`config.mk`:
```
export PLATFORM = sky130hd
export DESIGN_NAME = byte_stuffing_deframer
export DESIGN_NICKNAME = d
export VERILOG_FILES = /design/src/rtl/core/bsd_pkg.sv /design/src/rtl/core/bsd_core.sv /design/src/rtl/core/byte_stuffing_deframer.sv
export SDC_FILE = /design/constraint.sdc
export NUM_CORES = 1
export LEC_CHECK = 0
export BUFFER_PORTS_ARGS = -buffer_cell sky130_fd_sc_hd__buf_4
export CORE_ASPECT_RATIO = 0.5
export CORE_MARGIN = 5
export CORE_UTILIZATION = 45
export DETAILED_ROUTE_END_ITERATION = 6
export GPL_TIMING_DRIVEN = 0
export PLACE_DENSITY_LB_ADDON = 0.1
export SETUP_SLACK_MARGIN = 0.05
export SLEW_MARGIN = 5
export SYNTH_ARGS = -nofsm -noshare
export SYNTH_HDL_FRONTEND = slang
export SYNTH_SLANG_ARGS = --single-unit
```
`constraint.sdc`:
```
create_clock -name i_clk -period 2.9 [get_ports i_clk]
set_clock_uncertainty 0.2 [all_clocks]
set_input_delay 0.435 -clock i_clk [delete_from_list [all_inputs] [get_ports i_clk]]
set_output_delay 0.435 -clock i_clk [all_outputs]
set_load 0.02 [all_outputs]
```
`src/rtl/core/bsd_pkg.sv`:
```
`default_nettype none

package bsd_pkg;

    localparam int unsigned ByteW  = 8;
    localparam int unsigned CountW = 16;

    localparam logic [ByteW-1:0]  HdrByte    = 8'hff;
    localparam logic [ByteW-1:0]  EscByte    = 8'hfd;
    localparam logic [ByteW-1:0]  EscFf      = 8'hfe;
    localparam logic [CountW-1:0] MaxOutInit = 16'hffff;

    typedef enum logic [1:0] {
        PH_HUNT = 2'd0,
        PH_LENH = 2'd1,
        PH_LENL = 2'd2,
        PH_DATA = 2'd3
    } t_phase;

    typedef struct packed {
        logic [ByteW-1:0]  out_byte;
        logic              has_data;
        logic              frame_end;
        logic [CountW-1:0] out_count;
    } t_result;

endpackage

`default_nettype wire

```
`src/rtl/core/bsd_core.sv`:
```
`default_nettype none

module bsd_core
    import bsd_pkg::*;
(
    input  wire logic              i_clk,
    input  wire logic              i_rst_n,
    input  wire logic              i_cfg_we,
    input  wire logic [CountW-1:0] i_cfg_wdata,
    input  wire logic              i_accept,
    input  wire logic [ByteW-1:0]  i_rx_byte,
    output      logic              o_res_valid,
    output      t_result           o_res
);

    t_phase            r_phase, n_phase;
    logic              r_esc, n_esc;
    logic [ByteW-1:0]  r_len_high, n_len_high;
    logic [CountW-1:0] r_left, n_left;
    logic [CountW-1:0] r_delivered, n_delivered;
    logic [CountW-1:0] r_max_out;

    logic [CountW-1:0] len;
    logic              len_empty;
    logic              dec_have;
    logic [ByteW-1:0]  dec_byte;
    logic              keep;
    logic [CountW-1:0] left_dec;
    logic              last;

    assign len       = {r_len_high, i_rx_byte};
    assign len_empty = (len == '0) || len[CountW-1];
    assign left_dec  = r_left - CountW'(1);
    assign last      = (left_dec == '0);
    assign keep      = dec_have && (r_delivered < r_max_out);

    // unstuff one payload byte
    always_comb begin
        dec_have = 1'b0;
        dec_byte = '0;
        if (r_esc) begin
            if (i_rx_byte == EscFf) begin
                dec_have = 1'b1;
                dec_byte = HdrByte;
            end else if (i_rx_byte == EscByte) begin
                dec_have = 1'b1;
                dec_byte = EscByte;
            end
        end else if (i_rx_byte != EscByte) begin
            dec_have = 1'b1;
            dec_byte = i_rx_byte;
        end
    end

    always_comb begin
        n_phase = r_phase;
        unique case (r_phase)
            PH_HUNT: if (i_rx_byte == HdrByte) n_phase = PH_LENH;
            PH_LENH: n_phase = PH_LENL;
            PH_LENL: n_phase = len_empty ? PH_HUNT : PH_DATA;
            PH_DATA: if (last) n_phase = PH_HUNT;
            default: n_phase = PH_HUNT;
        endcase
    end

    always_comb begin
        n_esc       = r_esc;
        n_len_high  = r_len_high;
        n_left      = r_left;
        n_delivered = r_delivered;
        o_res_valid = 1'b0;
        o_res       = '0;
        unique case (r_phase)
            PH_HUNT: ;
            PH_LENH: n_len_high = i_rx_byte;
            PH_LENL: begin
                n_esc       = 1'b0;
                n_delivered = '0;
                n_left      = len_empty ? '0 : len;
                if (len_empty) begin
                    o_res_valid     = 1'b1;
                    o_res.frame_end = 1'b1;
                end
            end
            PH_DATA: begin
                n_esc       = r_esc ? 1'b0 : (i_rx_byte == EscByte);
                n_delivered = r_delivered + CountW'(keep);
                n_left      = left_dec;
                o_res_valid = keep || last;
                o_res.out_byte  = keep ? dec_byte : '0;
                o_res.has_data  = keep;
                o_res.frame_end = last;
                o_res.out_count = n_delivered;
                if (last) begin
                    n_esc       = 1'b0;
                    n_delivered = '0;
                end
            end
            default: ;
        endcase
    end

    always_ff @(posedge i_clk) begin
        if (!i_rst_n) begin
            r_phase     <= PH_HUNT;
            r_esc       <= 1'b0;
            r_len_high  <= '0;
            r_left      <= '0;
            r_delivered <= '0;
        end else if (i_accept) begin
            r_phase     <= n_phase;
            r_esc       <= n_esc;
            r_len_high  <= n_len_high;
            r_left      <= n_left;
            r_delivered <= n_delivered;
        end
    end

    always_ff @(posedge i_clk) begin
        if (!i_rst_n) begin
            r_max_out <= MaxOutInit;
        end else if (i_cfg_we) begin
            r_max_out <= i_cfg_wdata;
        end
    end

endmodule

`default_nettype wire

```
`src/rtl/core/byte_stuffing_deframer.sv`:
```
// Byte-stuffing deframer: takes one received link byte per cycle unless the
// input is stalled, hunts for the 0xff header, reads a 16-bit big-endian
// stuffed length, and unstuffs the payload (fd fe -> ff, fd fd -> fd, other
// escape pairs and a trailing fd are dropped). A result carries one decoded
// byte and/or a frame-end mark with the running count of bytes delivered in
// the frame; a zero or negative length yields a single empty frame-end
// result. Decoded bytes beyond max_out are discarded while the frame is still
// consumed. Each result is registered when its item is taken; a two-entry
// output buffer lets input continue after the output stalls until one more
// result is parked, and input stalls only while that spare entry is full.
`default_nettype none

module byte_stuffing_deframer
    import bsd_pkg::*;
(
    input  wire logic              i_clk,
    input  wire logic              i_rst_n,
    input  wire logic              i_cfg_we,
    input  wire logic [CountW-1:0] i_cfg_wdata,
    input  wire logic              i_in_valid,
    output      logic              o_in_stall,
    input  wire logic [ByteW-1:0]  i_rx_byte,
    output      logic              o_out_valid,
    input  wire logic              i_out_stall,
    output      logic [ByteW-1:0]  o_out_byte,
    output      logic              o_has_data,
    output      logic              o_frame_end,
    output      logic [CountW-1:0] o_out_count
);

    logic    accept;
    logic    res_valid;
    t_result res;
    logic    out_take;

    logic    r_out_valid;
    t_result r_out;
    logic    r_skid_valid;
    t_result r_skid;

    assign o_in_stall = r_skid_valid;
    assign accept     = i_in_valid && !r_skid_valid;
    assign out_take   = r_out_valid && !i_out_stall;

    bsd_core u_core (
        .i_clk       (i_clk),
        .i_rst_n     (i_rst_n),
        .i_cfg_we    (i_cfg_we),
        .i_cfg_wdata (i_cfg_wdata),
        .i_accept    (accept),
        .i_rx_byte   (i_rx_byte),
        .o_res_valid (res_valid),
        .o_res       (res)
    );

    always_ff @(posedge i_clk) begin
        if (!i_rst_n) begin
            r_out_valid  <= 1'b0;
            r_skid_valid <= 1'b0;
        end else if (r_skid_valid) begin
            if (out_take) begin
                r_out_valid  <= 1'b1;
                r_skid_valid <= 1'b0;
            end
        end else if (!r_out_valid || out_take) begin
            r_out_valid <= accept && res_valid;
        end else if (accept && res_valid) begin
            // output held: park the new item
            r_skid_valid <= 1'b1;
        end
    end

    always_ff @(posedge i_clk) begin
        if (r_skid_valid) begin
            if (out_take) r_out <= r_skid;
        end else if (!r_out_valid || out_take) begin
            r_out <= res;
        end else begin
            r_skid <= res;
        end
    end

    assign o_out_valid = r_out_valid;
    assign o_out_byte  = r_out.out_byte;
    assign o_has_data  = r_out.has_data;
    assign o_frame_end = r_out.frame_end;
    assign o_out_count = r_out.out_count;

endmodule

`default_nettype wire

```
==> metrics.txt, run 1 <==
status complete, but fails checks; failing checks negative setup slack; crit path DAT 2.99 ns; Synth Flop Type dfxtp_1; cts hold-fix bufs 0; Reg area 2810 um^2; clk buf depth 2; Placer Congestion 0.893; RSZ-0062 raised after global routing true; final wirelength 15300 um; antenna diode count 0; WHS 0.0396 ns; Post-synth EDFFs 52; Peak VDD IR 444 uV; clk_lat worst skew 0.41 ns; layout cells sized above 1 0.292; DR vias/cell 5.68; clock sink total 113; core area 12100 um^2; Finished Layout Cells 873; dpl ws -0.524 ns; Post-synth ARST share 0; setup ws final -0.147 ns; worst slew pin tran 1.22 ns; reg2reg path depth 14; Syn-to-layout area delta 32.3%; fin. max-slew vios 0; CTS tree done; r2r setup slk -0.15 ns; number of global-route vias before repair 4751; antenna violations before repair 0; Initial Util 0.470; max cap viols 0; DR pass1 iterations 5; CTS buffer count 17; Wirelength per Cell 17.5 um; worst reg2reg path endpoint o_out_count[6]; Placed Area 6320 um^2; Die Span X 169 um; Vias 4962; DRT iter0 DRCs 352; largest net degree at the start of global routing 27; Final Cycle Share 1.05; cell count after synthesis 604; Fin. Hold Viols 0; Worst-path clk slew 0.06 ns; root buf cell clkbuf_16; first-pass GRT wire length 23700 um; post-detail-place hpwl 10200 um; Worst Setup Start Kind flip-flop; Worst Path Max Fanout 5; Post-DRT Antenna Nets 0; NumNets Final 743; commonest non-fill, non-tap cells in the layout 77 x nand2_1, 66 x buf_4, 52 x edfxtp_1, 47 x dfxtp_1, 36 x nor2_1; hold_sp i_cfg_wdata[6]; min-delay worst type in2reg; port buffer count 54; placed cells 824; multi-input logic area 2950 um^2; CP Class reg2reg; DIE AREA 15100 um^2; most common cell after layout, fill and taps aside nand2_1; CP Capture Type flip-flop; minimum clock period 3.05 ns; power per cell area 540 nW/um^2; FMAX 328 MHz; syn nets 652; YS warnings 0; Synth cell types 60; Final setup viols 25; LEAKAGE 3.10 nW; critical path required time 2.84 ns; Mapped Area 5660 um^2; GRT Resource Usage Total 0.199; Seq cells post-synth 113; die height 89.3 um; FILL cells 1015; H-tree level count 4; Cell Rows 28; post-route design area 7480 um^2; post-synthesis sequential area ratio 0.492; worst flop-to-flop path startpoint u_core.r_delivered[5]; IO Count 57; GRT Residual Overflow 0; Hold Path Sink u_core.r_max_out[6]; Finished Core Util 0.621; Rel. slew slack 0.190; post-synthesis area per instance 9.37 um^2; number of remaining DRC errors 0; Hold Crit Depth 3
-- registers in the layout, summed over array words and instances (netlist names) --
register,flops
o_out_count,16
o_frame_end,1
u_core.r_esc,1
u_core.r_max_out,16
u_core.r_phase,2
u_core.r_left,16
u_core.r_delivered,16
o_out_byte,8
o_in_stall,1
o_out_valid,1
u_core.r_len_high,8
o_has_data,1
r_skid,26
-- per-layer routing --
metal	global-route usage	wire length (um)	vias up
li1	-	-	2370
met1	0.258	7200	2447
met2	0.337	7150	118
met3	0.0420	684	27
met4	0.0685	249	0
met5	0	0	-
-- cell families after synthesis --
logic type               Yosys count  share of synthesized area
AO/OA/AOI/OAI                    147                      0.172
XOR/XNOR                          17                     0.0263
adder cells (fa/ha/maj)           19                     0.0420
buffers and inverters             74                     0.0531
flip-flops                       113                      0.492
multiplexers                       4                    0.00752
AND/OR/NAND/NOR                  230                      0.208
-- per-stage QoR --
stage          total power, W  setup TNS [ns]
6_report              0.00404           -1.70
5_1_grt               0.00415           -5.80
4_1_cts               0.00404           -2.08
3_5_place_dp          0.00183          -14.58
3_3_place_gp          0.00183          -18.12
2_1_floorplan         0.00177               0
-- repair_timing --
action | 4_1_cts | 5_1_grt
endpoints found under the setup margin | 46 | 48
buffers inserted | 9 | 9
gates resized for setup | 55 | 63
cloned | 0 | 1
hold endpoints to repair | 0 | 0
pin swaps | 23 | 26
-- worst max-delay path: stages (launching register included) --
cell	delay (ns)
dfxtp_4	0.36
ha_4	0.24
a21oi_2	0.16
nor2_2	0.06
a2111oi_4	0.29
a21oi_2	0.13
nor2b_2	0.13
ha_2	0.21
buf_6	0.11
ha_4	0.12
and2_4	0.18
nand4_1	0.12
xor2_1	0.19
nand2b_4	0.17
o21ai_2	0.08
-- synth_stat cells (all sizes together), types with 2 or more instances --
master / instances / share of area
o31ai: 22 / 0.038
nor3b: 6 / 0.010
a31oi: 6 / 0.0066
nor2b: 5 / 0.0055
inv: 37 / 0.025
or2: 4 / 0.0044
dfxtp: 61 / 0.22
clkbuf: 31 / 0.021
o211ai: 16 / 0.021
mux2: 2 / 0.0040
o41ai: 2 / 0.0044
o22ai: 3 / 0.0033
nor3: 10 / 0.0088
and4b: 2 / 0.0042
a41oi: 2 / 0.0031
and2: 3 / 0.0033
edfxtp: 52 / 0.28
ha: 19 / 0.042
a221oi: 4 / 0.0062
xnor2: 7 / 0.011
nand3b: 3 / 0.0040
nand3: 27 / 0.024
o21ai: 38 / 0.034
xor2: 10 / 0.015
a211oi: 5 / 0.0066
and4: 2 / 0.0031
buf: 5 / 0.0073
o21a: 2 / 0.0027
nor2: 37 / 0.025
mux2i: 2 / 0.0035
a22oi: 3 / 0.0040
nand2b: 10 / 0.012
nor4: 11 / 0.016
and3: 8 / 0.0088
or3: 3 / 0.0033
nand4: 6 / 0.0066
or4: 3 / 0.0046
nor4bb: 2 / 0.0035
nand2: 85 / 0.056
a21oi: 40 / 0.035
-- power by group --
group	switching, W	internal (W)
Combinational	0.0000830	0.0000586
Clock	0.000845	0.00138
Sequential	0.00000528	0.00167
Total	0.000933	0.00311
-- area by class of cell --
class / instances / area share
sequential: 113 / 0.375
inverter: 38 / 0.0191
clock buffer: 17 / 0.0568
buffer: 34 / 0.0206
tap: 165 / 0.0276
timing repair buffer: 74 / 0.0809
clock inverter: 15 / 0.0266
multi-input combinational: 417 / 0.394
-- worst max path at each step --
stage	startpoint	endpoint	slack [ns]	cells after the start
floorplan	u_core.r_max_out[9]	o_out_count[15]	0.06	14
global placement	i_rx_byte[2]	o_out_count[15]	-0.49	13
detailed placement	u_core.r_delivered[11]	o_out_count[15]	-0.52	13
CTS	u_core.r_delivered[11]	u_core.r_delivered[13]	-0.16	14
global route	u_core.r_max_out[4]	o_out_count[6]	-0.29	15
finish	u_core.r_delivered[5]	o_out_count[6]	-0.15	14
Note: power is estimated with default switching activity, not from simulation.
==> inputs of run 2 (changes only) <==
==> constraint.sdc (replaced) <==
create_clock -name i_clk -period 3.9 [get_ports i_clk]
set_clock_uncertainty 0.2 [all_clocks]
set_input_delay 0.585 -clock i_clk [delete_from_list [all_inputs] [get_ports i_clk]]
set_output_delay 0.585 -clock i_clk [all_outputs]
set_load 0.02 [all_outputs]
==> run 2 against run 1 <==
  * The run now ends clean
  * Total power down 28%
  * Core utilization decreased by 4.8 points
  * Count of clock-buffer cells in the layout is the same
  * Highest routed layer unchanged
  * Non-clock buffer count is 18 lower
  * Worst hold slack better by 0.15 ns
  * Die area did not move
  * Critical path type unchanged
==> metrics.txt, run 2 (synthesis gave the netlist of run 1 again) <==
reg2reg path depth 12; FILL cells 1087; CTS buffer count 17; clock share of power 0.541; setup TNS 0 ns; Final Cycle Share 0.900; final wirelength 14400 um; switching power total 0.000672 W; critical path required time 3.84 ns; largest net degree at the start of global routing 27; Hold Crit Depth 3; Highest Signal Layer met4; Syn-to-layout area delta 22.1%; most common cell after layout, fill and taps aside nand2_1; max reg flops 26; number of global-route vias before repair 4617; Largest stage delay, worst path 0.49 ns; DRT iter0 DRCs 363; CTS tree done; Cell Rows 28; post-route design area 6910 um^2; max cap viols 0; layout cells sized above 1 0.162; largest register by flop count r_skid; Worst path slowest cell dfxtp_1; core area 12100 um^2; Flop pwr share 0.427; root buf cell clkbuf_16; dpl ws 0.0464 ns; Initial Util 0.470; Placed Area 6310 um^2; min-delay worst type in2reg; LEAKAGE 2.85 nW; fin. max-slew vios 0; Comb pwr share 0.032; antenna diode count 0; DR pass1 iterations 5; Wirelength per Cell 16.8 um; Rel. slew slack 0.191; Worst Setup Start Kind flip-flop; IO Count 57; Placer Congestion 0.892; # Post-CTS Setup Buffers 0; Worst-path clk slew 0.06 ns; NumNets Final 725; status complete, no violations; DIE AREA 15100 um^2; commonest non-fill, non-tap cells in the layout 85 x nand2_1, 61 x dfxtp_1, 54 x buf_4, 52 x edfxtp_1, 40 x a21oi_1; met3 WL 788 um; Sw Ratio 0.231; die height 89.3 um; M1 WL 6920 um; Fin. Hold Viols 0; crit path DAT 3.45 ns; minimum clock period 3.51 ns; P_int 0.00224 W; FMAX 285 MHz; antenna violations before repair 0; CP Class reg2reg; WHS 0.185 ns; crit path cell chain ha_1 > a21oi_1 > o21ai_0 > a2111oi_1 > a21oi_1 > nor2b_1 > ha_1 > and3_2 > nand4_1 > o21a_1 > o21ai_1 > o21ai_0; setup ws final 0.389 ns; post-detail-place hpwl 10300 um; clk buf depth 2; first-pass GRT wire length 23300 um; H-tree level count 4; GRT Resource Usage Total 0.197; Post-DRT Antenna Nets 0; clk_lat worst skew 0.41 ns; worst slew pin tran 1.21 ns; Die Span X 169 um; Final setup viols 0; RSZ-0062 raised after global routing false; CP Capture Type flip-flop; cts hold-fix bufs 0; number of remaining DRC errors 0; clock sink total 113; GRT Residual Overflow 0; power per cell area 421 nW/um^2; Worst Path Max Fanout 6; total power 0.00291 W; Peak VDD IR 251 uV; DR vias/cell 5.53; Vias 4724; port buffer count 54; met2 wire length 6530 um
==> run 2: area by class of cell <==
class	instances	area, um^2	area share
clock buffer	17	425	0.0616
timing repair buffer	55	433	0.0627
tap	165	206	0.0299
multi-input combinational	417	2590	0.375
clock inverter	15	174	0.0252
inverter	38	143	0.0206
sequential	113	2780	0.403
buffer	35	154	0.0223
==> run 2: timing repair <==
action                                 CTS  global route
setup endpoints to repair                0            11
resized for setup                        0             3
endpoints found under the hold margin    0             0
==> run 2: final timing paths <==
check	from	to	slack, ns
worst max-delay path	u_core.r_delivered[11]	o_out_count[15]	0.39
worst min-delay path	i_cfg_wdata[9]	u_core.r_max_out[9]	0.18
worst max register to register	u_core.r_delivered[11]	o_out_count[15]	0.39
worst min register to register	u_core.r_len_high[0]	u_core.r_len_high[0]	0.28
==> run 2: power by group through the flow <==
stage / registers [W] / logic, W / clock network [W]
floorplan: 0.00127 / 0.0000494 / 0
global placement: 0.00127 / 0.0000913 / 0
detailed placement: 0.00127 / 0.0000923 / 0
CTS: 0.00124 / 0.0000932 / 0.00159
global route: 0.00124 / 0.000104 / 0.00167
finish: 0.00124 / 0.0000934 / 0.00157
==> run 2: critical path: cells and delay by family (launching register included) <==
family,cells,cell delay (ns)
simple gates,3,0.64
flops,1,0.49
compound gates,7,1.43
fa+ha+maj,2,0.48
==> run 2: metrics by stage <==
step / utilization / cells
after floorplan: - / 604
final: 0.573 / 855
after detailed placement: 0.524 / 824
after CTS: 0.573 / 856
after global routing: 0.573 / 855
after global placement: 0.520 / 823
==> run 2: metal layers <==
| metal | vias up | track usage |
|---|---|---|
| met5 | - | 0 |
| met3 | 19 | 0.0393 |
| met4 | 0 | 0.0626 |
| met2 | 121 | 0.320 |
| li1 | 2338 | - |
| met1 | 2246 | 0.269 |
